File: config.mk
export PLATFORM = sky130hd
export DESIGN_NAME = ping_rtt_statistics
export DESIGN_NICKNAME = d
export VERILOG_FILES = /design/src/rtl/prtt_pkg.sv /design/src/rtl/ping_rtt_statistics.sv
export VERILOG_INCLUDE_DIRS = /design/src /design/src/rtl
export SDC_FILE = /design/constraint.sdc
export NUM_CORES = 1
export LEC_CHECK = 0
export ABC_CLOCK_PERIOD_IN_PS = 11100
export BUFFER_PORTS_ARGS = -buffer_cell sky130_fd_sc_hd__buf_4
export CORE_ASPECT_RATIO = 1.1
export CORE_MARGIN = 3
export CORE_UTILIZATION = 40
export DETAILED_ROUTE_END_ITERATION = 12
export PLACE_DENSITY = 0.57
export REMOVE_ABC_BUFFERS = 1
export SETUP_SLACK_MARGIN = 0.4
export SLEW_MARGIN = 20
export SYNTH_ARGS = -nofsm -noshare
export SYNTH_HDL_FRONTEND = slang
export SYNTH_SLANG_ARGS = --single-unit
File: constraint.sdc
create_clock -name clk_i -period 11.1 [get_ports clk_i]
set_clock_uncertainty 0.15 [all_clocks]
set_input_delay 1.11 -clock clk_i [delete_from_list [all_inputs] [get_ports clk_i]]
set_output_delay 1.11 -clock clk_i [all_outputs]
set_load 0.005 [all_outputs]
File: src/rtl/assert_macros.svh
// assertion macros used by ping_rtt_statistics
// clocked on clk_i and disabled while rst_ni is low
`ifndef ASSERT_MACROS_SVH
`define ASSERT_MACROS_SVH

// antecedent implies consequent in the same cycle
`define ASSERT_IMPLY(label, ante, cons) \
  label: assert property (@(posedge clk_i) disable iff (!rst_ni) (ante) |-> (cons)) \
    else $error("assertion failed");

// antecedent implies consequent in the next cycle
`define ASSERT_NEXT(label, ante, cons) \
  label: assert property (@(posedge clk_i) disable iff (!rst_ni) (ante) |=> (cons)) \
    else $error("assertion failed");

`endif

File: src/rtl/prtt_pkg.sv
// types and constants for the round trip statistics block
// no dependencies
`default_nettype none

package prtt_pkg;

  typedef enum logic [1:0] {
    CMD_REQUEST = 2'd0,
    CMD_REPLY   = 2'd1,
    CMD_RESTART = 2'd2
  } cmd_e;

  // smoothing weights: srtt gets 1/8 of each sample, mdev 1/4
  localparam int unsigned AVG_SHIFT = 3;
  localparam int unsigned AVG_ROUND = 4;
  localparam int unsigned DEV_SHIFT = 2;
  localparam int unsigned DEV_ROUND = 2;

  // x*100 is formed as (x<<6) + (x<<5) + (x<<2)
  localparam int unsigned PCT_SH_A = 6;
  localparam int unsigned PCT_SH_B = 5;
  localparam int unsigned PCT_SH_C = 2;
  localparam int unsigned PCT_BITS = 8;
  localparam logic [7:0]  PCT_SAT  = 8'hFF;

  typedef struct packed {
    logic [1:0]  cmd;
    logic [15:0] reply_id;
    logic [31:0] now_ms;
    logic [31:0] stamp_ms;
  } in_item_t;

  typedef struct packed {
    logic [31:0] sent_total;
    logic [31:0] received_total;
    logic [7:0]  percent_received;
    logic        none_sent;
    logic [31:0] round_trip;
    logic [31:0] smoothed_round_trip;
    logic [31:0] mean_deviation;
    logic [31:0] largest_round_trip;
    logic [31:0] smallest_round_trip;
  } out_item_t;

endpackage

`default_nettype wire

File: src/rtl/ping_rtt_statistics.sv
// round trip statistics: counters, smoothed rtt, mean deviation, extremes, percent received
// one shared add/subtract unit under a sequencer; uses prtt_pkg and assert_macros.svh
//
// usage:
//   input channel in_valid_i / in_stall_o carries one command per transfer.
//   request, restart, unused codes and replies with a foreign id leave the sequencer idle
//   and give no result. a reply whose id equals the echo_id register starts the
//   sequencer and in_stall_o stays high until its result is in the output register.
//   a matching reply that seeds the estimates (first reply after restart or counter
//   wrap) skips the smoothing and compare steps, one before any request is counted
//   skips the percentage steps, and a saturating percentage skips the division; the
//   add/subtract unit does one step per cycle: the difference, the two three-step
//   smoothing updates, the two compares, the three steps of received*100+sent/2,
//   one saturation check and eight restoring division steps for the percentage.
//   results leave on out_valid_o / out_stall_i from an output register; the next
//   item is taken while a result waits, and its own result waits in the last
//   sequencer step while the receiver stalls.
//   cfg_we_i writes cfg_wdata_i into echo_id at once; write only while idle.
//   reset clears the counters, the estimates, echo_id and the output register.
`default_nettype none

`include "assert_macros.svh"

module ping_rtt_statistics #(
  parameter int unsigned COUNT_WIDTH = 32,
  parameter int unsigned TIME_WIDTH  = 32
) (
  input  wire logic               clk_i,
  input  wire logic               rst_ni,
  input  wire logic               cfg_we_i,
  input  wire logic [15:0]        cfg_wdata_i,
  input  wire logic               in_valid_i,
  output logic                    in_stall_o,
  input  wire prtt_pkg::in_item_t in_data_i,
  output logic                    out_valid_o,
  input  wire logic               out_stall_i,
  output prtt_pkg::out_item_t     out_data_o
);

  import prtt_pkg::*;

  localparam int unsigned CW = COUNT_WIDTH;
  localparam int unsigned TW = TIME_WIDTH;
  localparam int unsigned UW = (TW + 4 > CW + 9) ? TW + 4 : CW + 9;

  typedef enum logic [4:0] {
    S_IDLE,
    S_EST,
    S_ERRN,
    S_AVG7,
    S_AVGR,
    S_AVGK,
    S_DEV3,
    S_DEVE,
    S_DEVK,
    S_MAX,
    S_MIN,
    S_MUL1,
    S_MUL2,
    S_HALF,
    S_SAT,
    S_DIV,
    S_OUT
  } state_e;

  state_e        state_q, state_d;
  logic [15:0]   echo_id_q, echo_id_d;
  logic [CW-1:0] snt_q, snt_d, rcv_q, rcv_d;
  logic [TW-1:0] srtt_q, srtt_d, mdev_q, mdev_d, max_q, max_d, min_q, min_d;
  logic [TW-1:0] rtt_q, rtt_d, err_q, err_d;
  logic [UW-1:0] acc_q, acc_d, div_q, div_d;
  logic [7:0]    pct_q, pct_d;
  logic [2:0]    cnt_q, cnt_d;
  logic          out_valid_q, out_valid_d;
  out_item_t     out_q, out_d;

  // shared add/subtract unit
  logic [UW-1:0] op_a, op_b, sum;
  logic          op_sub, carry;
  logic [UW:0]   add_res;

  assign add_res = {1'b0, op_a} + {1'b0, op_b ^ {UW{op_sub}}} + (UW + 1)'(op_sub);
  assign sum     = add_res[UW-1:0];
  assign carry   = add_res[UW];

  logic   in_xfer, out_xfer, seed, out_free, reply_hit;
  state_e pct_start;

  assign in_stall_o  = (state_q != S_IDLE);
  assign in_xfer     = in_valid_i && !in_stall_o;
  assign out_valid_o = out_valid_q;
  assign out_data_o  = out_q;
  assign out_xfer    = out_valid_q && !out_stall_i;
  assign out_free    = !out_valid_q || !out_stall_i;
  assign seed        = (rcv_q == CW'(1));
  assign pct_start   = (snt_q == '0) ? S_OUT : S_MUL1;
  assign reply_hit   = in_xfer && (in_data_i.cmd == CMD_REPLY) &&
                       (in_data_i.reply_id == echo_id_q);

  always_comb begin
    state_d     = state_q;
    echo_id_d   = echo_id_q;
    snt_d       = snt_q;
    rcv_d       = rcv_q;
    srtt_d      = srtt_q;
    mdev_d      = mdev_q;
    max_d       = max_q;
    min_d       = min_q;
    rtt_d       = rtt_q;
    err_d       = err_q;
    acc_d       = acc_q;
    div_d       = div_q;
    pct_d       = pct_q;
    cnt_d       = cnt_q;
    out_valid_d = out_valid_q && !out_xfer;
    out_d       = out_q;
    op_a        = acc_q;
    op_b        = '0;
    op_sub      = 1'b0;

    if (cfg_we_i) begin
      echo_id_d = cfg_wdata_i;
    end

    case (state_q)
      S_IDLE: begin
        // rtt difference is formed while waiting so a reply can start at once
        op_a   = UW'(TW'(in_data_i.now_ms));
        op_b   = UW'(TW'(in_data_i.stamp_ms));
        op_sub = 1'b1;
        if (in_xfer) begin
          case (in_data_i.cmd)
            CMD_REQUEST: begin
              snt_d = snt_q + CW'(1);
            end
            CMD_RESTART: begin
              snt_d = '0;
              rcv_d = '0;
            end
            CMD_REPLY: begin
              if (in_data_i.reply_id == echo_id_q) begin
                rcv_d   = rcv_q + CW'(1);
                rtt_d   = TW'(sum);
                state_d = S_EST;
              end
            end
            default: ;
          endcase
        end
      end
      S_EST: begin
        op_a   = UW'(rtt_q);
        op_b   = UW'(srtt_q);
        op_sub = 1'b1;
        if (seed) begin
          srtt_d  = rtt_q;
          mdev_d  = '0;
          max_d   = rtt_q;
          min_d   = rtt_q;
          state_d = pct_start;
        end else if (carry) begin
          err_d   = TW'(sum);
          state_d = S_AVG7;
        end else begin
          state_d = S_ERRN;
        end
      end
      S_ERRN: begin
        op_a    = UW'(srtt_q);
        op_b    = UW'(rtt_q);
        op_sub  = 1'b1;
        err_d   = TW'(sum);
        state_d = S_AVG7;
      end
      S_AVG7: begin
        op_a    = UW'(srtt_q) << AVG_SHIFT;
        op_b    = UW'(srtt_q);
        op_sub  = 1'b1;
        acc_d   = sum;
        state_d = S_AVGR;
      end
      S_AVGR: begin
        op_b    = UW'(rtt_q);
        acc_d   = sum;
        state_d = S_AVGK;
      end
      S_AVGK: begin
        op_b    = UW'(AVG_ROUND);
        srtt_d  = TW'(sum >> AVG_SHIFT);
        state_d = S_DEV3;
      end
      S_DEV3: begin
        op_a    = UW'(mdev_q) << DEV_SHIFT;
        op_b    = UW'(mdev_q);
        op_sub  = 1'b1;
        acc_d   = sum;
        state_d = S_DEVE;
      end
      S_DEVE: begin
        op_b    = UW'(err_q);
        acc_d   = sum;
        state_d = S_DEVK;
      end
      S_DEVK: begin
        op_b    = UW'(DEV_ROUND);
        mdev_d  = TW'(sum >> DEV_SHIFT);
        state_d = S_MAX;
      end
      S_MAX: begin
        op_a   = UW'(rtt_q);
        op_b   = UW'(max_q);
        op_sub = 1'b1;
        if (carry) begin
          max_d = rtt_q;
        end
        state_d = S_MIN;
      end
      S_MIN: begin
        op_a   = UW'(rtt_q);
        op_b   = UW'(min_q);
        op_sub = 1'b1;
        if (!carry) begin
          min_d = rtt_q;
        end
        state_d = pct_start;
      end
      S_MUL1: begin
        op_a    = UW'(rcv_q) << PCT_SH_A;
        op_b    = UW'(rcv_q) << PCT_SH_B;
        acc_d   = sum;
        state_d = S_MUL2;
      end
      S_MUL2: begin
        op_b    = UW'(rcv_q) << PCT_SH_C;
        acc_d   = sum;
        state_d = S_HALF;
      end
      S_HALF: begin
        op_b    = UW'(snt_q >> 1);
        acc_d   = sum;
        state_d = S_SAT;
      end
      S_SAT: begin
        // quotient of 256 or more saturates
        op_b   = UW'(snt_q) << PCT_BITS;
        op_sub = 1'b1;
        if (carry) begin
          pct_d   = PCT_SAT;
          state_d = S_OUT;
        end else begin
          div_d   = UW'(snt_q) << (PCT_BITS - 1);
          cnt_d   = 3'(PCT_BITS - 1);
          state_d = S_DIV;
        end
      end
      S_DIV: begin
        op_b   = div_q;
        op_sub = 1'b1;
        if (carry) begin
          acc_d = sum;
        end
        pct_d = {pct_q[6:0], carry};
        div_d = div_q >> 1;
        cnt_d = cnt_q - 3'd1;
        if (cnt_q == 3'd0) begin
          state_d = S_OUT;
        end
      end
      S_OUT: begin
        if (out_free) begin
          out_valid_d                  = 1'b1;
          out_d.sent_total             = 32'(snt_q);
          out_d.received_total         = 32'(rcv_q);
          out_d.none_sent              = (snt_q == '0);
          out_d.percent_received       = (snt_q == '0) ? 8'd0 : pct_q;
          out_d.round_trip             = 32'(rtt_q);
          out_d.smoothed_round_trip    = 32'(srtt_q);
          out_d.mean_deviation         = 32'(mdev_q);
          out_d.largest_round_trip     = 32'(max_q);
          out_d.smallest_round_trip    = 32'(min_q);
          state_d                      = S_IDLE;
        end
      end
      default: begin
        state_d = S_IDLE;
      end
    endcase
  end

  always_ff @(posedge clk_i or negedge rst_ni) begin
    if (!rst_ni) begin
      state_q     <= S_IDLE;
      echo_id_q   <= '0;
      snt_q       <= '0;
      rcv_q       <= '0;
      srtt_q      <= '0;
      mdev_q      <= '0;
      max_q       <= '0;
      min_q       <= '0;
      rtt_q       <= '0;
      err_q       <= '0;
      acc_q       <= '0;
      div_q       <= '0;
      pct_q       <= '0;
      cnt_q       <= '0;
      out_valid_q <= 1'b0;
      out_q       <= '0;
    end else begin
      state_q     <= state_d;
      echo_id_q   <= echo_id_d;
      snt_q       <= snt_d;
      rcv_q       <= rcv_d;
      srtt_q      <= srtt_d;
      mdev_q      <= mdev_d;
      max_q       <= max_d;
      min_q       <= min_d;
      rtt_q       <= rtt_d;
      err_q       <= err_d;
      acc_q       <= acc_d;
      div_q       <= div_d;
      pct_q       <= pct_d;
      cnt_q       <= cnt_d;
      out_valid_q <= out_valid_d;
      out_q       <= out_d;
    end
  end

  `ASSERT_NEXT(a_reply_starts, reply_hit, state_q == S_EST)
  `ASSERT_IMPLY(a_min_le_max, 1'b1, min_q <= max_q)
  `ASSERT_IMPLY(a_result_from_out, $rose(out_valid_q), $past(state_q) == S_OUT)
  `ASSERT_IMPLY(a_div_rem_bound, state_q == S_DIV, acc_q < (div_q << 1))

endmodule

`default_nettype wire
After elaboration in Yosys (flattened, before gate mapping)
Cells that the tools add are included. W data, S select, Z words.

Output and inout port bits: 235. Register bits: 604. Word-level logic and storage cells: 142. Input bits: 103.

Add/sub/neg operators: 5. Equality and inequality tests: 34. Bitwise gates (word level): 1. Reductions and logical operators: 40. Mux-type cells: 38.

Operators by type and width (count): $pmux W41 S14 (1); $pmux W32 S2 (7); $pmux W41 S6 (1); $mux W32 (7); $pmux W41 S2 (2); $pmux W5 S17 (1); $mux W41 (2); $add A32 B1 Y32 const B (2); $add A41 B41 Y42 (1); $add A42 B1 Y42 (1); $xor A41 B41 Y41 (1); $eq A5 B4 Y1 const B (8); $mux W5 (8); $eq A32 B1 Y1 const B (1); $logic_not A32 Y1 (1); $ne A2 B2 Y1 const B (13); $eq A5 B3 Y1 const B (4); $reduce_bool A2 Y1 (9); $eq A16 B16 Y1 (1); $mux W8 (2); $pmux W8 S2 (1); $reduce_and A2 Y1 (6); $reduce_and A3 Y1 (4); $eq A5 B2 Y1 const B (2); 22 further kinds (32).

Depth between registers and ports, before layout
Word-level depth: 9. Depth in mapped cells: 25. Mapped depth without buffers: 19.

Worst setup path after synthesis
No wires, ideal clock.

Kind: register -> register. Start point: reg state_q[2]. End point: reg acc_q[20]. Data arrival time: 4807 ps. Path buffers: 6. Path slack: 6019 ps. Clock period less this slack: 5081 ps. Required time: 10825 ps. Cell stages (with the launch flop): 20. Cell sequence: dfrtp_1 -> buf_4 -> buf_2 -> buf_1 -> nor3_1 -> clkbuf_1 -> buf_1 -> a222oi_1 -> nand3_1 -> ha_1 -> a21o_1 -> a21o_1 -> a221o_1 -> and2_1 -> a41o_1 -> o211ai_1 -> nand3_1 -> o21ai_2 -> buf_4 -> mux2_2.

Longest elaborated chain between the ends: 8. Elaborated cells on any way between the ends: 32. Those cells by class: 2 x add/sub; 16 x eq/ne; 5 x mux; 1 x bitwise; 8 x reduce/logical.

Ends and longest elaborated chain: from (decl) (RTL line ping_rtt_statistics.sv:66) `state_e state_q, state_d;`; from (signal assigned) (RTL line ping_rtt_statistics.sv:309) `state_q <= state_d;`; $eq A5 B3 Y1, or another cell as far along (RTL line ping_rtt_statistics.sv:125) `case (state_q)`; $reduce_or A2 Y1 (no source line) / $reduce_or A9 Y1 (equally long branches); $pmux W41 S14 / $mux W1 (equally long branches) (RTL line ping_rtt_statistics.sv:125); $xor A41 B41 Y41 (RTL line ping_rtt_statistics.sv:82) `assign add_res = {1'b0, op_a} + {1'b0, op_b ^ {UW{op_sub}}} + (UW + 1)'(op_sub);`; $add A41 B41 Y42 (RTL line ping_rtt_statistics.sv:82); $add A42 B1 Y42 (RTL line ping_rtt_statistics.sv:82); $mux W41 / $ne A2 B2 Y1 (equally long branches); $pmux W41 S2 / $reduce_and A2 Y1 (equally long branches); to (signal assigned) (RTL line ping_rtt_statistics.sv:302) `acc_q <= '0;`; to (signal assigned) (RTL line ping_rtt_statistics.sv:319) `acc_q <= acc_d;`; to (decl) (RTL line ping_rtt_statistics.sv:71) `logic [UW-1:0] acc_q, acc_d, div_q, div_d;`.

Several ways; a longest one is shown, not always the timed one. The select of a mux whose other input is x is not followed. A chain may end at the register's enable or synchronous reset.

Worst setup path after layout
Ends and elaborated chain as after synthesis.

==> flow_metrics.tcl <==
set metrics [dict create \
    die_h_um 293 \
    synth_edf_count 0 \
    syn_area_um2 29900 \
    slowest_delay_ns 0.98 \
    required_ns 11.44 \
    cts_setup_buffers 0 \
    numCtsBuffers 68 \
    synth_cell_type_count 87 \
    clock_path_buffers 3 \
    drc 0 \
    drt_pre_antenna_iters 11 \
    worst_pin_slew_ns 1.11 \
    antenna_found_initial 1 \
    grtUsageTotal_pct 28.9 \
    hold_viol 0 \
    grt.overflow.total 0 \
    drtIter0Drc 3121 \
    post-route-worst-setup-slack_ns 3.95 \
    syn_to_final_growth_pct 19.2 \
    routed-via-count 26700 \
    fin_crit_ns 7.15 \
    min-delay-path-class "reg2reg" \
    die_w_um 267 \
    worst_path_max_delay_cell "dfrtp_1" \
    cts_resized 0 \
    nets 3622 \
    grt_max_degree 175 \
    ys.flop_type "dfrtp_1" \
    die_area_um2 78100 \
    cp-end-kind "flop" \
    cts_sinks 602 \
    cp_common_cell "nand3_1" \
    grt_pass1_vias 27400 \
    synth_seq_area_share_pct 50.4 \
    numPortBuffers 337 \
    clk_pin_slew_ns 0.06 \
    critical_path_class "reg2reg" \
    drive_above_1_share_pct 16.8 \
    ios 338 \
    syn_area_per_cell_um2 9.21 \
    status "finished clean" \
    dpl.hpwl_um 78500 \
    relSlewSlack_pct 26.0 \
    rows 104 \
    dp_slack_ns 4.14 \
    tns_ns 0 \
    yosysTopAreaCell "dfrtp_1" \
    antenna_cells 0 \
    cp-start-kind "flop" \
    fill_cells 6945 \
    maxClockFrequency_ghz 0.140 \
    multi_input_area_um2 13900 \
    rsz0062_at_grt "false" \
    gp_congestion 0.953 \
    clock_latency_ns 0.62 \
    synth_cells 3247 \
    stdcell_area_um2 35600 \
    slew_violations 0 \
    hold_ws_ns 0.321 \
    synth.area.top_cells "dfrtp_1 (50%), nand2_1 (12%), o21ai_0 (2.9%)" \
    max_cap_viol_count 0 \
    cts_hold_buf 0 \
    register_area_um2 15100 \
    place_area_um2 33300 \
    arrival_ns 7.49 \
    core_area_um2 73700 \
    synthArstFlopShare_pct 100 \
    yosysTopAreaCellShare_pct 50.4 \
    root_buffer "clkbuf_16" \
    ys_ff_latch 602 \
    ant_nets 0 \
    setup_violations 0 \
    worstPathCellList "nand3_1 -> nor2_4 -> buf_4 -> a22oi_1 -> nand3_1 -> a221oi_1 -> xnor2_1 -> ha_1 -> a21oi_1 -> o21ai_0 -> a221o_1 -> and2_1 -> a41o_1 -> o211ai_1 -> nand3_1 -> o21ai_4 -> buf_4 -> mux2_2" \
    p_leak_uw 0.0172 \
    post_drt_wl_per_cell_um 25.5 \
    grt_first_pass_wirelength_um 172000 \
    start_util_pct 40.6 \
    power_density_nw_per_um2 359 \
    fin_util_pct 48.4 \
    ir_worst_vdd_v 0.000351 \
    via_per_inst 5.97 \
    cts_tree "done" \
    fin_crit_sh_pct 64.4 \
    path_max_fanout 46 \
    r2r_setup_slack_ns 3.95 \
    routed_wirelength_um 114000 \
    htree_num_levels 3 \
    yosysWarnings 0 \
]
cell usage after synthesis, types with 51 or more instances:
library cell and n:
clkbuf_1 189, nor2_1 133, nand3_1 88, a22o_1 64
xnor2_1 79, dfrtp_1 602, a222oi_1 65, a221oi_1 60
mux2_1 62, o21ai_0 171, xor2_1 51, a22oi_1 76
nand2_1 985, a21oi_1 70
registers in the layout, indices dropped and copies added, names as in the netlist:
name	count
state_q	5
mdev_q	32
min_q	32
srtt_q	32
pct_q	8
err_q	32
rtt_q	32
out_valid_o	1
div_q	39
rcv_q	32
max_q	32
acc_q	41
snt_q	32
out_data_o	233
cnt_q	3
echo_id_q	16
critical path: cells and delay by family (launching register included):
| kind | cells | cell delay (ns) |
|---|---|---|
| AOI/OAI and AO/OA | 8 | 2.34 |
| and+or+nand+nor | 5 | 1.48 |
| buffers and inverters | 2 | 1.07 |
| DFF | 1 | 0.98 |
| muxes | 1 | 0.40 |
| adders and majority gates | 1 | 0.35 |
| xor gates and xnor gates | 1 | 0.16 |
per-layer routing:
layer	track usage (%)	vias to the layer above	routed length [um]
met2	48.0	1343	54500
met5	0	-	9
li1	-	11900	-
met3	5.75	347	8830
met4	14.8	2	6350
met1	35.9	13200	44700
cell type report:
type                       instances  share of cell area [%]
clock buffer                     101                    5.89
tap                              954                    3.35
multi-input combinational       2371                    39.0
inverter                          42                   0.442
timing repair buffer             387                    8.28
clock inverter                    20                   0.769
sequential                       602                    42.3
per-stage QoR:
step | total power, uW | instances
detailed placement | 10300 | 4356
CTS | 12700 | 4477
floorplan | 7700 | 3015
finish | 12800 | 4477
global route | 13600 | 4477
global placement | 10200 | 4356
worst paths after layout:
check | to | from | cells after the start
max in group asynchronous | err_q[25] | rst_ni | 3
worst min-delay path | out_data_o[57] | out_data_o[57] | 2
worst max-delay path | acc_q[20] | state_q[2] | 18
worst min register to register | out_data_o[57] | out_data_o[57] | 2
min in group asynchronous | out_data_o[62] | rst_ni | 1
worst max register to register | acc_q[20] | state_q[2] | 18
placed cells by master (no fill, tap or decap), drive strengths merged, types with 19 or more instances in the layout:
cell type,count
mux2,105
nand3,88
o21ai,193
nor3,23
a31oi,35
xor2,51
clkbuf,101
nor2,134
ha,46
inv,43
dfrtp,602
a21o,28
nand2,986
a22o,64
a22oi,76
a221oi,61
o22ai,27
xnor2,79
a21oi,71
buf,387
and3,35
a222oi,65
nand4,26
nor4,19
cell families (layout without fill, tap and decap cells):
family                     Yosys count  in the layout  synth area share [%]
muxes                              111            111                  4.15
and+or+nand+nor                   1387           1387                  19.7
DFF                                602            602                  50.4
adders and majority gates           47             47                  1.99
xor gates and xnor gates           130            130                  3.81
buffers and inverters              274            550                  3.64
AOI/OAI and AO/OA                  696            696                  16.4
power by group:
group / leakage, uW / internal, uW / switching, uW
Clock: 0.00116 / 1450 / 934
Sequential: 0.00769 / 2710 / 541
Combinational: 0.00830 / 2430 / 4730
Note: power is estimated with default switching activity, not from simulation.
